**config.mk**
```make
export PLATFORM = sky130hd
export DESIGN_NAME = srp_front
export DESIGN_NICKNAME = d
export VERILOG_FILES = /design/src/srp_pkg.sv /design/src/srp_front.sv
export SDC_FILE = /design/constraint.sdc
export NUM_CORES = 1
export LEC_CHECK = 0
export BUFFER_PORTS_ARGS = -buffer_cell sky130_fd_sc_hd__buf_4
export CORE_ASPECT_RATIO = 2
export CORE_UTILIZATION = 42
export CTS_CLUSTER_DIAMETER = 100
export DETAILED_ROUTE_END_ITERATION = 8
export PLACE_DENSITY = 0.75
export REMOVE_ABC_BUFFERS = 1
export SLEW_MARGIN = 15
export SYNTH_ARGS = -nofsm -noshare
export SYNTH_HDL_FRONTEND = slang
export SYNTH_SLANG_ARGS = --single-unit
```
**constraint.sdc**
```tcl
create_clock -name clk -period 3.6 [get_ports clk]
set_clock_uncertainty 0.15 [all_clocks]
set_input_delay 0.36 -clock clk [delete_from_list [all_inputs] [get_ports clk]]
set_output_delay 0.36 -clock clk [all_outputs]
set_load 0.05 [all_outputs]
```
**src/srp_pkg.sv**
```systemverilog
`timescale 1ns / 1ps

package srp_pkg;

  localparam int IN_DATA_W  = 56;
  localparam int OUT_DATA_W = 128;
  localparam int CFG_IDX_W  = 2;
  localparam int CFG_DATA_W = 64;

  localparam int QDEPTH = 2;
  localparam int QAW    = $clog2(QDEPTH);
  localparam int QCW    = $clog2(QDEPTH + 1);

  localparam logic [1:0] KIND_WRITE = 2'd0;
  localparam logic [1:0] KIND_RATE  = 2'd1;
  localparam logic [1:0] KIND_APPLY = 2'd2;
  localparam logic [1:0] KIND_READ  = 2'd3;

  localparam logic [1:0] REGION_SURFACE = 2'd0;
  localparam logic [1:0] REGION_INNER   = 2'd1;
  localparam logic [1:0] REGION_OUTER   = 2'd2;

  localparam logic [1:0] SIDE_INNER = 2'd0;
  localparam logic [1:0] SIDE_OUTER = 2'd1;

  localparam logic [CFG_IDX_W-1:0] REG_RATE_CONSTANT = 2'd0;
  localparam logic [CFG_IDX_W-1:0] REG_ACTIVE        = 2'd1;
  localparam logic [CFG_IDX_W-1:0] REG_VOLUME_SIDE   = 2'd2;

  localparam logic [1:0] ST_OK        = 2'd0;
  localparam logic [1:0] ST_ORDER     = 2'd1;
  localparam logic [1:0] ST_COUNT_SAT = 2'd2;
  localparam logic [1:0] ST_PROD_SAT  = 2'd3;

  typedef enum logic [2:0] {
    OP_WRITE     = 3'd0,
    OP_TERM      = 3'd1,
    OP_SKIP      = 3'd2,
    OP_ORDER_ERR = 3'd3,
    OP_SHORT     = 3'd4,
    OP_APPLY     = 3'd5,
    OP_READ      = 3'd6
  } op_t;

  typedef struct packed {
    op_t               op;
    logic              last;
    logic              idx_ok;
    logic [1:0]        region;
    logic [5:0]        species;
    logic [31:0]       count_value;
    logic [2:0]        order;
    logic signed [4:0] change;
    logic              clamped;
  } q_item_t;

  typedef struct packed {
    logic    valid;
    q_item_t item;
  } q_head_t;

  typedef struct packed {
    logic pop;
    logic clearing;
  } back_ctrl_t;

  typedef struct packed {
    logic [63:0] rate_constant;
    logic        reaction_active;
    logic [1:0]  volume_side;
  } cfg_t;

endpackage

```
**src/srp_front.sv**
```systemverilog
`timescale 1ns / 1ps

module srp_front #(
  parameter int SPECIES   = 64,
  parameter int MAX_ORDER = 4
) (
  input  logic                           clk,
  input  logic                           rst_n,
  input  logic                           in_tvalid,
  output logic                           in_tready,
  input  logic [srp_pkg::IN_DATA_W-1:0]  in_tdata,
  input  logic [1:0]                     in_tuser,
  input  logic                           in_tlast,
  input  srp_pkg::cfg_t                  cfg,
  input  srp_pkg::back_ctrl_t            ctrl,
  output srp_pkg::q_head_t               head
);

  import srp_pkg::*;

  logic [1:0]        in_region;
  logic [5:0]        in_species;
  logic [31:0]       in_count;
  logic [2:0]        in_order;
  logic signed [4:0] in_change;
  logic              in_clamped;
  logic              idx_ok;
  logic              counted;
  logic              push;
  q_item_t           item;

  q_item_t           q_mem_r [QDEPTH];
  logic [QAW-1:0]    wr_ptr_r, wr_ptr_nxt;
  logic [QAW-1:0]    rd_ptr_r, rd_ptr_nxt;
  logic [QCW-1:0]    q_count_r, q_count_nxt;

  assign in_region  = in_tdata[1:0];
  assign in_species = in_tdata[7:2];
  assign in_count   = in_tdata[39:8];
  assign in_order   = in_tdata[42:40];
  assign in_change  = $signed(in_tdata[47:43]);
  assign in_clamped = in_tdata[48];

  assign idx_ok  = (in_region <= REGION_OUTER) && (int'(in_species) < SPECIES);
  assign counted = (in_region == REGION_SURFACE) ||
                   (in_region == REGION_INNER && cfg.volume_side == SIDE_INNER) ||
                   (in_region == REGION_OUTER && cfg.volume_side == SIDE_OUTER);

  // classify the request
  always_comb begin
    item.last        = in_tlast;
    item.idx_ok      = idx_ok;
    item.region      = in_region;
    item.species     = in_species;
    item.count_value = in_count;
    item.order       = in_order;
    item.change      = in_change;
    item.clamped     = in_clamped;
    case (in_tuser)
      KIND_WRITE: item.op = OP_WRITE;
      KIND_RATE: begin
        if (in_order == 3'd0) begin
          item.op = OP_SKIP;
        end else if (int'(in_order) > MAX_ORDER) begin
          item.op = OP_ORDER_ERR;
        end else if (!idx_ok || !counted) begin
          item.op = OP_SHORT;
        end else begin
          item.op = OP_TERM;
        end
      end
      KIND_APPLY: item.op = OP_APPLY;
      default:    item.op = OP_READ;
    endcase
  end

  assign in_tready = (q_count_r != QCW'(QDEPTH)) && !ctrl.clearing;
  assign push      = in_tvalid && in_tready;

  always_comb begin
    wr_ptr_nxt  = wr_ptr_r;
    rd_ptr_nxt  = rd_ptr_r;
    q_count_nxt = q_count_r;
    if (push) begin
      wr_ptr_nxt = wr_ptr_r + QAW'(1);
    end
    if (ctrl.pop) begin
      rd_ptr_nxt = rd_ptr_r + QAW'(1);
    end
    if (push && !ctrl.pop) begin
      q_count_nxt = q_count_r + QCW'(1);
    end else if (!push && ctrl.pop) begin
      q_count_nxt = q_count_r - QCW'(1);
    end
  end

  always_ff @(posedge clk) begin
    if (!rst_n) begin
      wr_ptr_r  <= '0;
      rd_ptr_r  <= '0;
      q_count_r <= '0;
    end else begin
      wr_ptr_r  <= wr_ptr_nxt;
      rd_ptr_r  <= rd_ptr_nxt;
      q_count_r <= q_count_nxt;
    end
  end

  always_ff @(posedge clk) begin
    if (push) begin
      q_mem_r[wr_ptr_r] <= item;
    end
  end

  assign head.valid = (q_count_r != '0);
  assign head.item  = q_mem_r[rd_ptr_r];

`ifndef SYNTHESIS
  a_pop_nonempty: assert property (@(posedge clk) disable iff (!rst_n)
    ctrl.pop |-> q_count_r != '0)
    else $error("pop from empty queue");
`endif

endmodule

```
# Word level (Yosys, flattened, before mapping)
# Memory sizes are Yosys's and may differ from the RTL's. A register that Yosys moved wholly into a read port is not among the register bits.
# Index checks and enable logic that the tools add are counted.
# totals
mem_bits_rw,108
output_inout_bits,56
mem_count,1
regBits,4
wordCells,46
# classes
magnitude_cmp,2
reduce_logical,20
n_mux,10
eq_ne,6
add_sub_neg,4
# mem_list
name,words,word_bits,read_ports,rd_ports_with_merged_regs,write_ports,line_no,rtl
q_mem_r,2,54,1,1,1,srp_front.sv:32,q_item_t q_mem_r [QDEPTH];
# op_table
cell,n
$mux 3,3
$pmux 3 s3,1
$eq 2x1->1 const B,3
$logic_and 1x1->1,6
$logic_not 2->1,3
$logic_not 1->1,5
$eq 2x2->1 const B,2
$mux 1,4
$mux 2,2
$reduce_bool 2->1,2
$gt 3x3->1 const B,1
$logic_not 3->1,1
$logic_or 1x1->1,3
$add 1x1->1 const B,2
$add 2x1->2 const B,1
$le 2x2->1 const B,1
$ne 2x2->1 const B,1
$sub 2x1->2 const B,1

# Longest topological paths before layout
# Gate-level depths: netlist (run 1).
# depth
word_depth,10
ltp_mapped,6
depth_no_buf,6

# Least setup slack after synthesis (run 1)
# OpenSTA, ideal clock, no wires.
# synth_timing
kind,reg2reg
startpoint,register q_count_r[0]
endpoint,memory q_mem_r[0][0] (netlist name) (enable)
path_stages_with_launch,4
required_ns,2.978
slack_ns,-0.170
setup_time_ns,0.472
n_path_buf,0
arrival_time_ns,3.148
path_cell_list,dfxtp_1 nor2b_1 nor3b_2 nor2b_1
# synth_between
elab_chain_cells,5
# synth_rtl
item,line_no,rtl
from (decl),srp_front.sv:35,"logic [QCW-1:0] q_count_r, q_count_nxt;"
from (signal assigned),srp_front.sv:105,q_count_r <= q_count_nxt;
$ne 2x2->1,srp_front.sv:77,assign in_tready = (q_count_r != QCW'(QDEPTH)) && !ctrl.clearing;
$logic_and 1x1->1,srp_front.sv:77,
$logic_and 1x1->1,srp_front.sv:78,assign push = in_tvalid && in_tready;
$mux 1,srp_front.sv:110,if (push) begin
$mux 1 (implied by the code),srp_front.sv:111,q_mem_r[wr_ptr_r] <= item;
to (decl),srp_front.sv:32,
# Every way passes these cells.

==> impl_metrics.toml, run 1 <==
[synth]
yosys_most_used_dff = "edfxtp_1"
avgSynthCellArea_um2 = 20.22
synth-seq-cells = 113
synth_edf_count = 108
synth.distinct_cells = 25
syn_area_mm2 = 0.004247
postSynthCellCount = 210
ys_seq_area_share_pct = 78.73
async_flop_share_pct = 0
synth_warnings = 0

[sta]
worst_slew_pin_slew_ns = 0.5635
hold_viol = 0
fin_ws_ns = 0.9774
finalCriticalPeriod_ns = 2.623
final-max-slew-violation-count = 0
period_share_pct = 72.85
setup_viol = 0
fmaxAchievable_mhz = 381.3
rsz0062_at_grt = "no"
timing.hold.ws_ns = 0.02464
slew_headroom_pct = 62.43

[floorplanning]
io_pins = 187
start_util_pct = 43.50
fp.dieW_um = 73.10
fp.coreArea_mm2 = 0.009763
die_y_um = 144.2
row_count = 51
die_area_mm2 = 0.01054

[placed_design]
numPortBuffers = 114
dp_hpwl_mm = 5.125
dp_slack_ns = 1.361
place_congestion = 0.6797
placed_area_mm2 = 0.005283

[worst_setup_path]
crit_chain = "buf_4 > mux2_2 > buf_4"
path_class = "flop to primary output"
worst_setup_path_start_kind = "flop"
max_stage_delay_ns = 0.58
cp_max_fo = 38
worst_path_max_delay_cell = "dfxtp_2"
arrival_ns = 2.11
worstSetupEndpointType = "primary output"
cp_common_cell = "buf_4"
worst_ep_required_time_ns = 3.09

[job]
cap_violations = 0

[power]
cellPowerDensity_mw_per_mm2 = 595.9
p_leak_nw = 2.413
vdd_drop_max_mv = 0.4736
power.total_mw = 3.773

[global_route]
gr-total-overflow = 0
grt_pass1_wl_mm = 12.90
grt_max_degree = 40
grt.total_usage_pct = 17.29
grt_pass1_vias = 2814
antenna_found_initial = 0

[drt]
wl_per_cell_um = 15.79
drc_errors = 0
first_iter_violations = 122
viasPerCell = 4.679
vias = 2489
routed_wl_mm = 8.402
detail-route-antenna-nets = 0
drtPass1Iterations = 4

[final_layout]
drive_gt1_share_pct = 51.25
diodes = 0
n_fill_cell = 670
final_core_util_pct = 64.85
layout.nets = 521
area_delta_synth_final_pct = 49.09
multi_input_area_um2 = 850.8
seq_area_mm2 = 0.003344
final_area_mm2 = 0.006331

[cts]
clockBufferDepth = 2
root_buffer = "clkbuf_16"
clkSinkCount = 113
cts_buffers = 17
cts_setup_buffers = 0
path_clk_slew_ns = 0.05
cts_tree = "yes"
clk_latency_ns = 0.39
cts_max_level = 4

[worst_hold_path]
hold_class = "input port to flop"

[outcome]
outcome = "finished clean"
## flip-flops by register name, indices dropped and copies added, names as in the netlist, named ones only
signal	flops
wr_ptr_r	1
q_mem_r	108
rd_ptr_r	1
q_count_r	2
## metrics by stage
stage	cells	TNS, ns
after floorplan	204	-9.182
after global placement	453	0
after detailed placement	453	0
after CTS	532	0
after global routing	532	0
final	532	0
## worst max-delay path, delay by kind of cell, from the launching register on
| kind | cells | cell delay (ns) |
|---|---|---|
| buffers and inverters | 2 | 0.72 |
| muxes | 1 | 0.40 |
| DFF | 1 | 0.58 |
## cells by family (layout without fill, tap and decap cells)
| kind of cell | after synthesis | in the layout | share of synthesized area (%) |
|---|---|---|---|
| buf+inv | 11 | 201 | 1.444 |
| compound gates | 6 | 6 | 1.002 |
| xor+xnor | 3 | 3 | 0.6189 |
| simple gates | 18 | 18 | 2.534 |
| mux | 56 | 56 | 14.79 |
| fa+ha+maj | 3 | 3 | 0.8840 |
| flops | 113 | 113 | 78.73 |
## report_power, final
group | switching (mW) | internal [mW]
Combinational | 0.373 | 0.243
Clock | 0.539 | 1.08
Sequential | 0.0255 | 1.52
## final cells by class
cell class / instances / share of cell area (%)
flip-flops and latches: 113 / 52.83
repair buffers: 164 / 21.70
multi-input cells: 86 / 13.44
clock buffers: 20 / 6.897
well taps: 132 / 2.609
clock inverters: 12 / 2.233
inverters: 5 / 0.2964
## placed cells by master, fill, tap and decap left out, drive strengths merged, types with 4 or more instances in the layout
| cell type | instances |
|---|---|
| dlygate4sd3 | 47 |
| inv | 5 |
| clkbuf | 20 |
| buf | 117 |
| clkinv | 7 |
| edfxtp | 108 |
| and2 | 4 |
| dfxtp | 5 |
| mux2 | 54 |
## Yosys cell counts, types with 2 or more instances
cell / count / area share, %
buf_4: 5 / 0.88
edfxtp_1: 108 / 76
nand2_1: 2 / 0.18
inv_1: 5 / 0.44
xor2_1: 2 / 0.41
nor2b_1: 3 / 0.44
or2_2: 2 / 0.29
mux2i_1: 2 / 0.47
and2_1: 4 / 0.59
nor2_1: 3 / 0.27
ha_1: 3 / 0.88
mux2_2: 54 / 14
dfxtp_1: 5 / 2.4
## path summary, 6_finish.rpt
| check | endpoint | slack, ns | cells past startpoint | from |
|---|---|---|---|---|
| worst max-delay path | head[0] | 0.98 | 3 | flop |
| worst min-delay path | q_mem_r[1][48] | 0.02 | 1 | in_tdata[1] |
| worst min register to register | q_count_r[1] | 0.37 | 2 | q_count_r[1] |
| worst max register to register | q_mem_r[0][32] | 1.38 | 4 | q_count_r[0] |
## metal layers
layer / vias to the layer above / GRT usage, % / wire length (um)
met5: - / 0 / 0
met4: 0 / 8.978 / 191
met3: 13 / 7.038 / 396
met2: 99 / 30.90 / 4691
met1: 1211 / 16.41 / 3123
li1: 1166 / - / -
## repair_timing
item,in CTS,in global routing
resized for setup,0,0
hold endpoints to repair,94,0
hold buffers,47,0
No activity file was read; power rests on OpenSTA's default activity.
==> inputs of run 2 (changes only) <==
--- a/config.mk
+++ b/config.mk
@@ -7,10 +7,10 @@
 export LEC_CHECK = 0
 export BUFFER_PORTS_ARGS = -buffer_cell sky130_fd_sc_hd__buf_4
 export CORE_ASPECT_RATIO = 2
-export CORE_UTILIZATION = 42
+export CORE_UTILIZATION = 47
 export CTS_CLUSTER_DIAMETER = 100
 export DETAILED_ROUTE_END_ITERATION = 8
-export PLACE_DENSITY = 0.75
+export PLACE_DENSITY = 0.8
 export REMOVE_ABC_BUFFERS = 1
 export SLEW_MARGIN = 15
 export SYNTH_ARGS = -nofsm -noshare
==> constraint.sdc (replaced) <==
create_clock -name clk -period 2.6 [get_ports clk]
set_clock_uncertainty 0.15 [all_clocks]
set_input_delay 0.26 -clock clk [delete_from_list [all_inputs] [get_ports clk]]
set_output_delay 0.26 -clock clk [all_outputs]
set_load 0.05 [all_outputs]
==> run 2 against run 1 <==
  * First-iteration DRC count decreased by 9.0%
  * Sequential power increased by 39%
  * Worst hold slack got worse by 0.0026 ns
  * Utilization increased by 7.4 points
  * Largest cell class unchanged
==> impl_metrics.toml, run 2 (synthesis gave the netlist of run 1 again) <==
[final_layout]
final_area_mm2 = 0.006294
layout.nets = 528
largest_reg_flops = 108
final_cell_mix = "buf_4, edfxtp_1, mux2_2"
layout_commonest_cell = "buf_4"
instances_no_fill = 507
area_delta_synth_final_pct = 48.20
diodes = 0
top_regs = "q_mem_r (108), q_count_r (2)"
drive_gt1_share_pct = 51.84
regMostFlops = "q_mem_r"

[drt]
wl_met2_mm = 4.525
dr.max_layer_used = "met4"
drc_errors = 0
drtPass1Iterations = 5
first_iter_violations = 111
routed_wl_mm = 8.407
viasPerCell = 4.968
route.met3.wl_um = 509
wl_per_cell_um = 16.58
vias = 2519
detail-route-antenna-nets = 0
wl_met1_mm = 3.241

[worst_setup_path]
worstSetupEndpointType = "primary output"
path_class = "flop to primary output"
worst_setup_path_start_kind = "flop"
cp_max_fo = 38
arrival_ns = 1.89
worst_ep_required_time_ns = 2.19

[power]
cellPowerDensity_mw_per_mm2 = 801.9
vdd_drop_max_mv = 0.6637
p_leak_nw = 2.426

[outcome]
outcome = "finished clean"

[cts]
cts_tree = "yes"
cts_max_level = 4
path_clk_slew_ns = 0.05
clkSinkCount = 113
clk_latency_ns = 0.40
cts_buffers = 17
cts_setup_buffers = 0
root_buffer = "clkbuf_16"
clockBufferDepth = 2

[sta]
period_share_pct = 88.52
rsz0062_at_grt = "no"
tns_ns = 0
slew_headroom_pct = 65.65
finalCriticalPeriod_ns = 2.302
worst_slew_pin_slew_ns = 0.5152
fmaxAchievable_mhz = 434.5
final-max-slew-violation-count = 0
setup_viol = 0
hold_viol = 0

[placed_design]
dpl.cell_count = 424
dp_hpwl_mm = 5.059
numPortBuffers = 114
placed_area_mm2 = 0.005253
place_congestion = 0.7025

[floorplanning]
io_pins = 187
fp.coreArea_mm2 = 0.008708
fp.dieW_um = 69.22
die_area_mm2 = 0.009443
start_util_pct = 48.76
row_count = 48
die_y_um = 136.4

[global_route]
grt_pass1_wl_mm = 13.12
grt.total_usage_pct = 18.80
grt_max_degree = 39
antenna_found_initial = 0
grt_pass1_vias = 2696
gr-total-overflow = 0

[job]
cap_violations = 0

[worst_hold_path]
hold_class = "input port to flop"
==> run 2: changes by cell type in the layout (fill, tap and decap cells not counted), sizes merged <==
cell and delta:
clkinv +2, dlygate4sd3 +4, bufinv -2, clkbuf -1
clkinvlp +1, buf +3
==> run 2: metrics by stage <==
stage | power [mW] | worst slack [ns] | util [%] | hold slack (ns)
after global placement | 2.948 | 0.6049 | 60.32 | 0.2947
final | 5.047 | 0.2984 | 72.27 | 0.02203
after global routing | 5.205 | 0.2123 | 72.27 | 0.02276
after floorplan | 2.690 | -1.170 | - | 0.2089
after CTS | 5.073 | 0.2687 | 72.27 | 0.002530
after detailed placement | 2.968 | 0.5484 | 60.32 | 0.2980
==> run 2: final timing paths <==
| check | start | to | slack (ns) | cells past startpoint |
|---|---|---|---|---|
| max | flop | head[21] | 0.30 | 3 |
| min reg2reg | q_count_r[1] | q_count_r[1] | 0.36 | 2 |
| min | in_tuser[1] | q_mem_r[1][53] | 0.02 | 2 |
| max reg2reg | q_count_r[0] | q_mem_r[0][17] | 0.54 | 4 |
==> run 2: final cells by class <==
| type | instances | area [um2] |
|---|---|---|
| timing repair buffer | 171 | 1424 |
| sequential | 113 | 3344 |
| clock buffer | 19 | 432.9 |
| fill | 528 | 2415 |
| tap | 100 | 125.1 |
| clock inverter | 13 | 97.59 |
| multi-input combinational | 86 | 850.8 |
| inverter | 5 | 18.77 |
==> run 2: per-layer routing <==
metal | global-route usage, % | up-vias
met2 | 31.82 | 111
li1 | - | 1187
met3 | 6.449 | 12
met5 | 0 | -
met4 | 8.503 | 0
met1 | 21.31 | 1209
==> run 2: report_power, final <==
part	internal (mW)	switching [mW]	leakage, nW
Sequential	2.10	0.0368	1.03
Clock	1.29	0.759	0.262
Combinational	0.343	0.517	1.13
Total	3.73	1.31	2.43
==> run 2: worst max-delay path: stages, from the launching register on <==
cell	delay, ns
dfxtp_2	0.60
buf_12	0.29
mux2_2	0.37
buf_4	0.19
==> run 2: timing repair <==
item,in CTS,in global routing
hold buffers,51,0
setup endpoints to repair,0,0
gates resized for setup,0,0
endpoints found under the hold margin,104,0
